### config.mk
export PLATFORM = sky130hd
export DESIGN_NAME = integer_to_custom_radix_text_top
export DESIGN_NICKNAME = d
export VERILOG_FILES = /design/src/rtl/icrt_pkg.sv /design/src/rtl/icrt_div.sv /design/src/rtl/integer_to_custom_radix_text_top.sv
export SDC_FILE = /design/constraint.sdc
export NUM_CORES = 2
export LEC_CHECK = 0
export BUFFER_PORTS_ARGS = -buffer_cell sky130_fd_sc_hd__buf_2
export CORE_MARGIN = 4
export CORE_UTILIZATION = 41
export CTS_CLUSTER_SIZE = 25
export DETAILED_ROUTE_END_ITERATION = 16
export PLACE_DENSITY_LB_ADDON = 0.2
export SYNTH_ARGS = -nofsm -noshare
export SYNTH_HDL_FRONTEND = slang
export SYNTH_SLANG_ARGS = --single-unit
### constraint.sdc
create_clock -name clk -period 10.4 [get_ports clk]
set_clock_uncertainty 0.2 [all_clocks]
set_input_delay 0.52 -clock clk [delete_from_list [all_inputs] [get_ports clk]]
set_output_delay 0.52 -clock clk [all_outputs]
set_load 0.1 [all_outputs]
### src/rtl/icrt_pkg.sv
// ----------------------------------------------------------------------------
// icrt_pkg
// Shared types and constants for the custom radix text converter.
// ----------------------------------------------------------------------------
`default_nettype none

package icrt_pkg;

  // Sizes
  localparam int NUMBER_BITS = 32;
  localparam int MAX_BASE    = 128;
  localparam int SYM_W       = 8;
  localparam int IDX_W       = $clog2(MAX_BASE);
  localparam int BASE_W      = 8;
  localparam int DIGIT_BITS  = 4;                        // quotient bits per divider cycle
  localparam int DIV_CYCLES  = NUMBER_BITS / DIGIT_BITS;
  localparam int CNT_W       = $clog2(DIV_CYCLES);
  localparam int DCNT_W      = $clog2(NUMBER_BITS + 1);
  localparam int DBUF_AW     = $clog2(NUMBER_BITS);

  // Character codes and limits
  localparam logic [SYM_W-1:0]  CH_PLUS   = 8'h2B;
  localparam logic [SYM_W-1:0]  CH_MINUS  = 8'h2D;
  localparam logic [SYM_W-1:0]  CH_LOW    = 8'd32;
  localparam logic [SYM_W-1:0]  CH_HIGH   = 8'd126;
  localparam logic [BASE_W-1:0] MIN_BASE  = 8'd2;
  localparam logic [BASE_W-1:0] TOP_BASE  = BASE_W'(MAX_BASE);

  // Item kinds
  localparam logic KIND_LOAD    = 1'b0;
  localparam logic KIND_CONVERT = 1'b1;

  typedef struct packed {
    logic                          kind;
    logic [IDX_W-1:0]              symbol_index;
    logic [SYM_W-1:0]              symbol;
    logic signed [NUMBER_BITS-1:0] number;
  } icrt_item_t;

  typedef struct packed {
    logic [SYM_W-1:0] character;
    logic             last;
  } icrt_text_t;

  typedef struct packed {
    logic                   done;
    logic [NUMBER_BITS-1:0] quotient;
    logic [IDX_W-1:0]       remainder;
  } icrt_div_res_t;

endpackage

`default_nettype wire

### src/rtl/icrt_div.sv
// ----------------------------------------------------------------------------
// icrt_div
// Iterative unsigned divider, DIGIT_BITS quotient bits per cycle.
// ----------------------------------------------------------------------------
`default_nettype none

module icrt_div
  import icrt_pkg::*;
(
  input  wire logic                   clk,
  input  wire logic                   rst,
  input  wire logic                   start,
  input  wire logic [NUMBER_BITS-1:0] dividend,
  input  wire logic [BASE_W-1:0]      divisor,
  output icrt_div_res_t               res
);

  logic                   busy;
  logic                   done;
  logic [CNT_W-1:0]       cnt;
  logic [NUMBER_BITS-1:0] quo;
  logic [BASE_W-1:0]      rem;
  logic [BASE_W-1:0]      dvs;

  logic [NUMBER_BITS-1:0] quo_step;
  logic [BASE_W-1:0]      rem_step;
  logic [BASE_W:0]        trial;

  // restoring steps, partial remainder stays below the divisor
  always_comb begin
    quo_step = quo;
    rem_step = rem;
    trial    = '0;
    for (int i = 0; i < DIGIT_BITS; i++) begin
      trial    = {rem_step, quo_step[NUMBER_BITS-1]};
      quo_step = {quo_step[NUMBER_BITS-2:0], 1'b0};
      if (trial >= {1'b0, dvs}) begin
        rem_step    = BASE_W'(trial - {1'b0, dvs});
        quo_step[0] = 1'b1;
      end else begin
        rem_step = trial[BASE_W-1:0];
      end
    end
  end

  always_ff @(posedge clk) begin
    if (rst) begin
      busy <= 1'b0;
      done <= 1'b0;
      cnt  <= '0;
    end else if (start) begin
      busy <= 1'b1;
      done <= 1'b0;
      cnt  <= '0;
      quo  <= dividend;
      rem  <= '0;
      dvs  <= divisor;
    end else if (busy) begin
      quo <= quo_step;
      rem <= rem_step;
      cnt <= cnt + 1'b1;
      if (cnt == CNT_W'(DIV_CYCLES - 1)) begin
        busy <= 1'b0;
        done <= 1'b1;
      end
    end else begin
      done <= 1'b0;
    end
  end

  assign res.done      = done;
  assign res.quotient  = quo;
  assign res.remainder = rem[IDX_W-1:0];

`ifndef NO_ASSERTIONS
  a_no_restart: assert property (@(posedge clk) disable iff (rst) start |-> !busy)
    else $error("divider started while busy");
  a_done_idle: assert property (@(posedge clk) disable iff (rst) done |-> !busy)
    else $error("done raised while still iterating");
  a_rem_range: assert property (@(posedge clk) disable iff (rst) done |-> rem < dvs)
    else $error("remainder not below divisor");
`endif

endmodule

`default_nettype wire

### src/rtl/integer_to_custom_radix_text_top.sv
// ----------------------------------------------------------------------------
// integer_to_custom_radix_text_top
// Signed integer to text in a radix set by a loadable alphabet of symbols.
// ----------------------------------------------------------------------------
//
//   channel    | dir | handshake              | beat payload
//   -----------+-----+------------------------+------------------------------
//   item       | in  | item_valid/item_ready  | kind, symbol_index, symbol,
//              |     |                        | number
//   text       | out | text_valid/text_ready  | character, last
//   cfg        | in  | cfg_wen (no wait)      | cfg_wdata = base_length
//
// Load beat: writes one entry of the symbol table.
// Convert beat: the alphabet check walks the table; then each digit costs
// one iterative division, and each character two memory reads plus an
// output step that text stalls can hold.
// item_ready is high only between conversions; a finished character waits in
// the output register, so the last one may still be pending when the next
// beat is taken. Reset clears the table's valid bits at once, no sweep.
// ----------------------------------------------------------------------------
`default_nettype none

module integer_to_custom_radix_text_top
  import icrt_pkg::*;
(
  input  wire logic              clk,
  input  wire logic              rst,
  // configuration
  input  wire logic              cfg_wen,
  input  wire logic [BASE_W-1:0] cfg_wdata,
  // input items
  input  wire logic              item_valid,
  output logic                   item_ready,
  input  wire icrt_item_t        item,
  // output characters
  output logic                   text_valid,
  input  wire logic              text_ready,
  output icrt_text_t             text
);

  typedef enum logic [2:0] {
    S_IDLE,
    S_CHECK,
    S_DIV_GO,
    S_DIV_WAIT,
    S_SIGN,
    S_RD_DIG,
    S_RD_SYM,
    S_PUT
  } state_t;

  state_t state;

  logic [BASE_W-1:0]      base_length;
  logic [NUMBER_BITS-1:0] magnitude;
  logic                   negative;

  // Symbol table: memory with one write and one registered read port.
  // Valid bits stand in for the all-zero reset contents.
  logic [SYM_W-1:0]    tbl_mem [MAX_BASE];
  logic [MAX_BASE-1:0] tbl_valid;
  logic [SYM_W-1:0]    tbl_q;
  logic                tbl_vld_q;
  logic                tbl_re;
  logic [IDX_W-1:0]    tbl_raddr;
  logic                tbl_we;

  // Digit buffer: digit indices, least significant first.
  logic [IDX_W-1:0]  dbuf_mem [NUMBER_BITS];
  logic [IDX_W-1:0]  dbuf_q;
  logic              dbuf_re;
  logic              dbuf_we;
  logic [DCNT_W-1:0] ndig;
  logic [DCNT_W-1:0] ndig_dec;

  // Alphabet check
  logic [BASE_W-1:0]   chk_addr;
  logic                chk_pend;
  logic                chk_more;
  logic [MAX_BASE-1:0] seen;
  logic [SYM_W-1:0]    sym;
  logic                sym_bad;

  // Divider
  logic          div_start;
  icrt_div_res_t div_res;

  logic                   in_accept;
  logic                   out_free;
  logic                   text_load;
  logic [NUMBER_BITS-1:0] num_u;
  logic [NUMBER_BITS-1:0] num_mag;

  assign item_ready = (state == S_IDLE);
  assign in_accept  = item_valid && item_ready;
  assign out_free   = !text_valid || text_ready;
  // a new character enters the output register this cycle
  assign text_load  = ((state == S_SIGN) || (state == S_PUT)) && out_free;

  // most negative number comes out as 2^(NUMBER_BITS-1), unsigned
  assign num_u   = item.number;
  assign num_mag = num_u[NUMBER_BITS-1] ? (~num_u + 1'b1) : num_u;

  assign chk_more = (chk_addr < base_length);
  assign ndig_dec = ndig - 1'b1;

  // table entry never written reads as zero
  assign sym     = tbl_vld_q ? tbl_q : '0;
  assign sym_bad = (sym == CH_PLUS) || (sym == CH_MINUS) || (sym < CH_LOW) ||
                   (sym > CH_HIGH) || seen[sym[IDX_W-1:0]];

  assign tbl_we    = in_accept && (item.kind == KIND_LOAD);
  assign tbl_re    = ((state == S_CHECK) && chk_more) || (state == S_RD_SYM);
  assign tbl_raddr = (state == S_CHECK) ? chk_addr[IDX_W-1:0] : dbuf_q;

  assign div_start = (state == S_DIV_GO);
  assign dbuf_we   = (state == S_DIV_WAIT) && div_res.done;
  assign dbuf_re   = (state == S_RD_DIG);

  // configuration register
  always_ff @(posedge clk) begin
    if (rst) begin
      base_length <= '0;
    end else if (cfg_wen) begin
      base_length <= cfg_wdata;
    end
  end

  // symbol table
  always_ff @(posedge clk) begin
    if (rst) begin
      tbl_valid <= '0;
    end else if (tbl_we) begin
      tbl_valid[item.symbol_index] <= 1'b1;
    end
  end

  always_ff @(posedge clk) begin
    if (tbl_we) begin
      tbl_mem[item.symbol_index] <= item.symbol;
    end
    if (tbl_re) begin
      tbl_q     <= tbl_mem[tbl_raddr];
      tbl_vld_q <= tbl_valid[tbl_raddr];
    end
  end

  // digit buffer
  always_ff @(posedge clk) begin
    if (dbuf_we) begin
      dbuf_mem[ndig[DBUF_AW-1:0]] <= div_res.remainder;
    end
    if (dbuf_re) begin
      dbuf_q <= dbuf_mem[ndig_dec[DBUF_AW-1:0]];
    end
  end

  icrt_div u_div (
    .clk      (clk),
    .rst      (rst),
    .start    (div_start),
    .dividend (magnitude),
    .divisor  (base_length),
    .res      (div_res)
  );

  // sequencer and output register
  always_ff @(posedge clk) begin
    if (rst) begin
      state      <= S_IDLE;
      text_valid <= 1'b0;
      chk_pend   <= 1'b0;
      chk_addr   <= '0;
      ndig       <= '0;
      negative   <= 1'b0;
    end else begin
      if (text_load) begin
        text_valid <= 1'b1;
      end else if (text_ready) begin
        text_valid <= 1'b0;
      end

      case (state)
        S_IDLE: begin
          if (in_accept && (item.kind == KIND_CONVERT)) begin
            magnitude <= num_mag;
            negative  <= num_u[NUMBER_BITS-1];
            ndig      <= '0;
            chk_addr  <= '0;
            chk_pend  <= 1'b0;
            seen      <= '0;
            // radix out of range: drop the beat silently
            if ((base_length >= MIN_BASE) && (base_length <= TOP_BASE)) begin
              state <= S_CHECK;
            end
          end
        end

        // one table read issued per cycle, checked on the next
        S_CHECK: begin
          chk_pend <= chk_more;
          if (chk_more) begin
            chk_addr <= chk_addr + 1'b1;
          end
          if (chk_pend) begin
            seen[sym[IDX_W-1:0]] <= 1'b1;
          end
          if (chk_pend && sym_bad) begin
            state <= S_IDLE;
          end else if (!chk_pend && !chk_more) begin
            state <= S_DIV_GO;
          end
        end

        S_DIV_GO: begin
          state <= S_DIV_WAIT;
        end

        S_DIV_WAIT: begin
          if (div_res.done) begin
            magnitude <= div_res.quotient;
            ndig      <= ndig + 1'b1;
            if (div_res.quotient == '0) begin
              state <= negative ? S_SIGN : S_RD_DIG;
            end else begin
              state <= S_DIV_GO;
            end
          end
        end

        S_SIGN: begin
          if (out_free) begin
            text.character <= CH_MINUS;
            text.last      <= 1'b0;
            state          <= S_RD_DIG;
          end
        end

        S_RD_DIG: begin
          ndig  <= ndig_dec;
          state <= S_RD_SYM;
        end

        S_RD_SYM: begin
          state <= S_PUT;
        end

        S_PUT: begin
          if (out_free) begin
            text.character <= sym;
            text.last      <= (ndig == '0);
            state          <= (ndig == '0) ? S_IDLE : S_RD_DIG;
          end
        end

        default: begin
          state <= S_IDLE;
        end
      endcase
    end
  end

`ifndef NO_ASSERTIONS
  a_ndig_range: assert property (@(posedge clk) disable iff (rst)
      ndig <= DCNT_W'(NUMBER_BITS))
    else $error("digit count beyond buffer depth");
  a_check_base: assert property (@(posedge clk) disable iff (rst)
      (state == S_CHECK) |-> ((base_length >= MIN_BASE) && (base_length <= TOP_BASE)))
    else $error("alphabet check running with radix out of range");
  a_div_done: assert property (@(posedge clk) disable iff (rst)
      div_res.done |-> (state == S_DIV_WAIT))
    else $error("division result arrived outside wait state");
  a_put_free: assert property (@(posedge clk) disable iff (rst)
      ((state == S_PUT) && text_valid && !text_ready) |=> (state == S_PUT))
    else $error("character dropped while output stalled");
`endif

endmodule

`default_nettype wire

==> reports/metrics.csv <==
metric,value,unit
first-iteration detailed-routing DRC count,3280,
most frequent cells in the layout,"edfxtp_1, nor2_1, nand2_1, mux4_2, clkbuf_16",
critical path endpoint category,flip-flop,
CTS tree,done,
Yosys reg bits,1610,
worst hold path depth,1,
Synth Instances,4178,
worst-path fanout max,34,
Post-synth EDFFs,1449,
critical path class,flip-flop to flip-flop,
"Slew Viols, Final",0,
Area Growth Syn to Fin,13.62,%
P_sw,4.741,mW
status,"complete, no violations",
num rows,147,
vias,36880,
worst r2r dst,u_div.rem[6]$_SDFFCE_PP0P_,
CTS root buf,clkbuf_16,
routed vias/inst,5.565,
Startpoint Class,flip-flop,
Pwr per Cell Area,225.0,nW/um^2
HP Class,input pin to flip-flop,
Synth Cell Area,66550,sq um
Initial Util,0.4135,
share of cells above drive strength 1,0.1916,
"Clk Latency, worst-skew pair",0.79,ns
Clock power frac,0.361,
asr flop ratio synth,0,
R2R depth,39,
Flop pwr share,0.433,
1st-pass router iterations,6,
Comb pwr share,0.206,
"most used cell, CP",o21ai_0,
met1 WL,70.85,mm
Core ar.,160900,sq um
post-layout net count,4428,
drc violations,0,
global-route wire length before repair,246.0,mm
DR WL met2,81.46,mm
Internal Power,12.28,mW
initial antenna violation count,7,
Synthesis Warnings,0,
fin crit period,9.391,ns
reg2reg start,u_div.rem[2]$_SDFFCE_PP0P_,
uppermost routed layer,met5,
wire length on met3,9.367,mm
Final Wtd Congestion,0.7870,
Max stage delay on crit path,0.46,ns
final worst-path cycle share,0.9030,
final hold vios,0,
slew at the pin closest to its max-slew limit,1.178,ns
H-tree depth,4,
Synth top area share,0.6538,
"most common cell after layout, fill and taps aside",edfxtp_1,
post-synthesis sequential area ratio,0.7022,
routed wire length,166.1,mm
Slowest cell on crit path,o41ai_1,
final setup vio count,0,
f_max,106.5,MHz
Hold Path Sink,tbl_mem[24][5]$_DFFE_PP_,
Sink Count,1610,
beginning of the worst hold path,item[37],
full die area,168800,sq um
fillers,13840,
Yosys top cell by area,edfxtp_1,
number of global-route vias before repair,37190,
Die Height,410.9,um
Hold WS,0.06739,ns
Die W,410.9,um
max cap viols,0,
Synth area leaders,"edfxtp_1, mux4_2, dfxtp_1",
Clock Path Buffers,3,
flop2flop setup slack,1.01,ns
Num CTS Buffers,168,
Leakage,24.59,nW
largest net degree at the start of global routing,118,
syn_area_per_cell,15.93,sq um
Worst EP required,10.72,ns
Crit path arrival time,9.72,ns
Slew headroom,0.2148,
"Primary FF master, synth",edfxtp_1,
PortBufs,71,
Setup TNS Final,0,ns
Antenna Nets Post-Route,0,
library cells used by synthesis,88,
Worst VDD drop,192.2,uV
Layout Utilization,0.4699,
switching share of power,0.2786,
GR Util All Layers,0.1949,
"Clk pin slew, worst setup/hold paths",0.06,ns
global route total overflow,0,
Boundary Pins,72,
RSZ-0062 raised after global routing,no,
hpwl dp,96.48,mm
Syn Nets,4290,
Wirelength per Cell,25.07,um
==> cell usage after synthesis (all sizes together), types with 10 or more instances <==
cell type  count
a211oi        32
a21oi        159
a311oi        45
a31oi         36
and2          27
and3          42
buf           98
clkbuf       143
dfxtp        161
edfxtp      1449
ha            47
inv           39
mux2          22
mux2i         47
mux4         358
nand2        439
nand2b        15
nand3         79
nand3b        11
nor2         559
nor2b         19
nor3          24
nor4          14
o21ai         76
o21ba         22
o22ai         26
o31ai         10
or2           13
or3           12
xnor2         15
xor2          37
==> layer usage <==
| metal | up-vias | track usage |
|---|---|---|
| li1 | 16450 | - |
| met1 | 19110 | 0.2644 |
| met2 | 1044 | 0.3223 |
| met3 | 261 | 0.03672 |
| met4 | 4 | 0.05565 |
| met5 | - | 0 |
==> kinds of logic after synthesis <==
kind of cell	count (synthesis)	synth area share
XOR/XNOR	52	0.006843
flip-flops	1610	0.7022
AND/OR/NAND/NOR	1283	0.08240
adder cells (fa/ha/maj)	51	0.01004
buffers and inverters	280	0.01921
AO/OA/AOI/OAI	475	0.04709
multiplexers	427	0.1322
==> worst max-delay path: cells and delay by family (launching register included) <==
| family | cells | cell delay, ns |
|---|---|---|
| buffers and inverters | 4 | 0.65 |
| flip-flops | 1 | 0.36 |
| adder cells (fa/ha/maj) | 4 | 1.24 |
| multiplexers | 3 | 0.97 |
| AND/OR/NAND/NOR | 9 | 1.47 |
| AO/OA/AOI/OAI | 19 | 4.24 |
==> power groups by stage <==
stage | combinational, mW | clock (mW) | sequential [mW]
finish | 3.50 | 6.14 | 7.38
global route | 3.80 | 6.55 | 7.38
CTS | 3.52 | 6.25 | 7.38
detailed placement | 3.49 | 0 | 7.51
global placement | 3.48 | 0 | 7.51
floorplan | 2.49 | 0 | 7.50
==> sequential cells by signal, summed over array words and instances (netlist names), 3 cells and up <==
signal,count
base_length,8
u_div.rem,8
chk_addr,8
dbuf_q,7
tbl_valid,128
tbl_mem,1024
state,3
magnitude,32
ndig,6
seen,96
text,9
dbuf_mem,224
tbl_q,8
u_div.dvs,8
u_div.quo,32
u_div.cnt,3
==> layout make-up <==
class | instances | area (sq um) | share of cell area
Sequential cell | 1610 | 46740 | 0.6181
Multi-Input combinational cell | 2288 | 18690 | 0.2472
Clock buffer | 234 | 4745 | 0.06274
Tap cell | 2160 | 2703 | 0.03574
Timing Repair Buffer | 209 | 1622 | 0.02144
Clock inverter | 83 | 968.4 | 0.01281
Inverter | 39 | 146.4 | 0.001936
Antenna cell | 3 | 7.507 | 0.00009928
==> how the worst max path moves through the flow <==
stage,cells after the start,from,to,slack [ns]
5_1_grt,39,u_div.rem[2]$_SDFFCE_PP0P_,u_div.rem[6]$_SDFFCE_PP0P_,0.15
2_1_floorplan,4,state[2]$_SDFFE_PP0P_,seen[100]$_SDFFCE_PN0P_,1.70
4_1_cts,37,u_div.rem[0]$_SDFFCE_PP0P_,u_div.rem[5]$_SDFFCE_PP0P_,0.55
3_5_place_dp,37,u_div.rem[0]$_SDFFCE_PP0P_,u_div.rem[6]$_SDFFCE_PP0P_,0.58
3_3_place_gp,37,u_div.rem[0]$_SDFFCE_PP0P_,u_div.rem[6]$_SDFFCE_PP0P_,0.57
6_report,39,u_div.rem[2]$_SDFFCE_PP0P_,u_div.rem[6]$_SDFFCE_PP0P_,1.01
==> stage by stage <==
stage | setup slack (ns) | instances | power, mW | cell area (sq um)
final | 1.009 | 6626 | 17.02 | 75620
after global routing | 0.1504 | 6623 | 17.74 | 75610
after CTS | 0.5520 | 6622 | 17.15 | 75590
after detailed placement | 0.5834 | 6245 | 11.00 | 69280
after global placement | 0.5708 | 6245 | 10.99 | 69280
after floorplan | 1.697 | 4178 | 9.992 | 66550
==> repair_timing <==
action	in CTS	in global routing
endpoints found under the setup margin	0	9
endpoints found under the hold margin	136	0
resized for setup	0	3
setup buffers	0	1
hold buffers	60	0
Note: power is estimated with default switching activity, not from simulation.
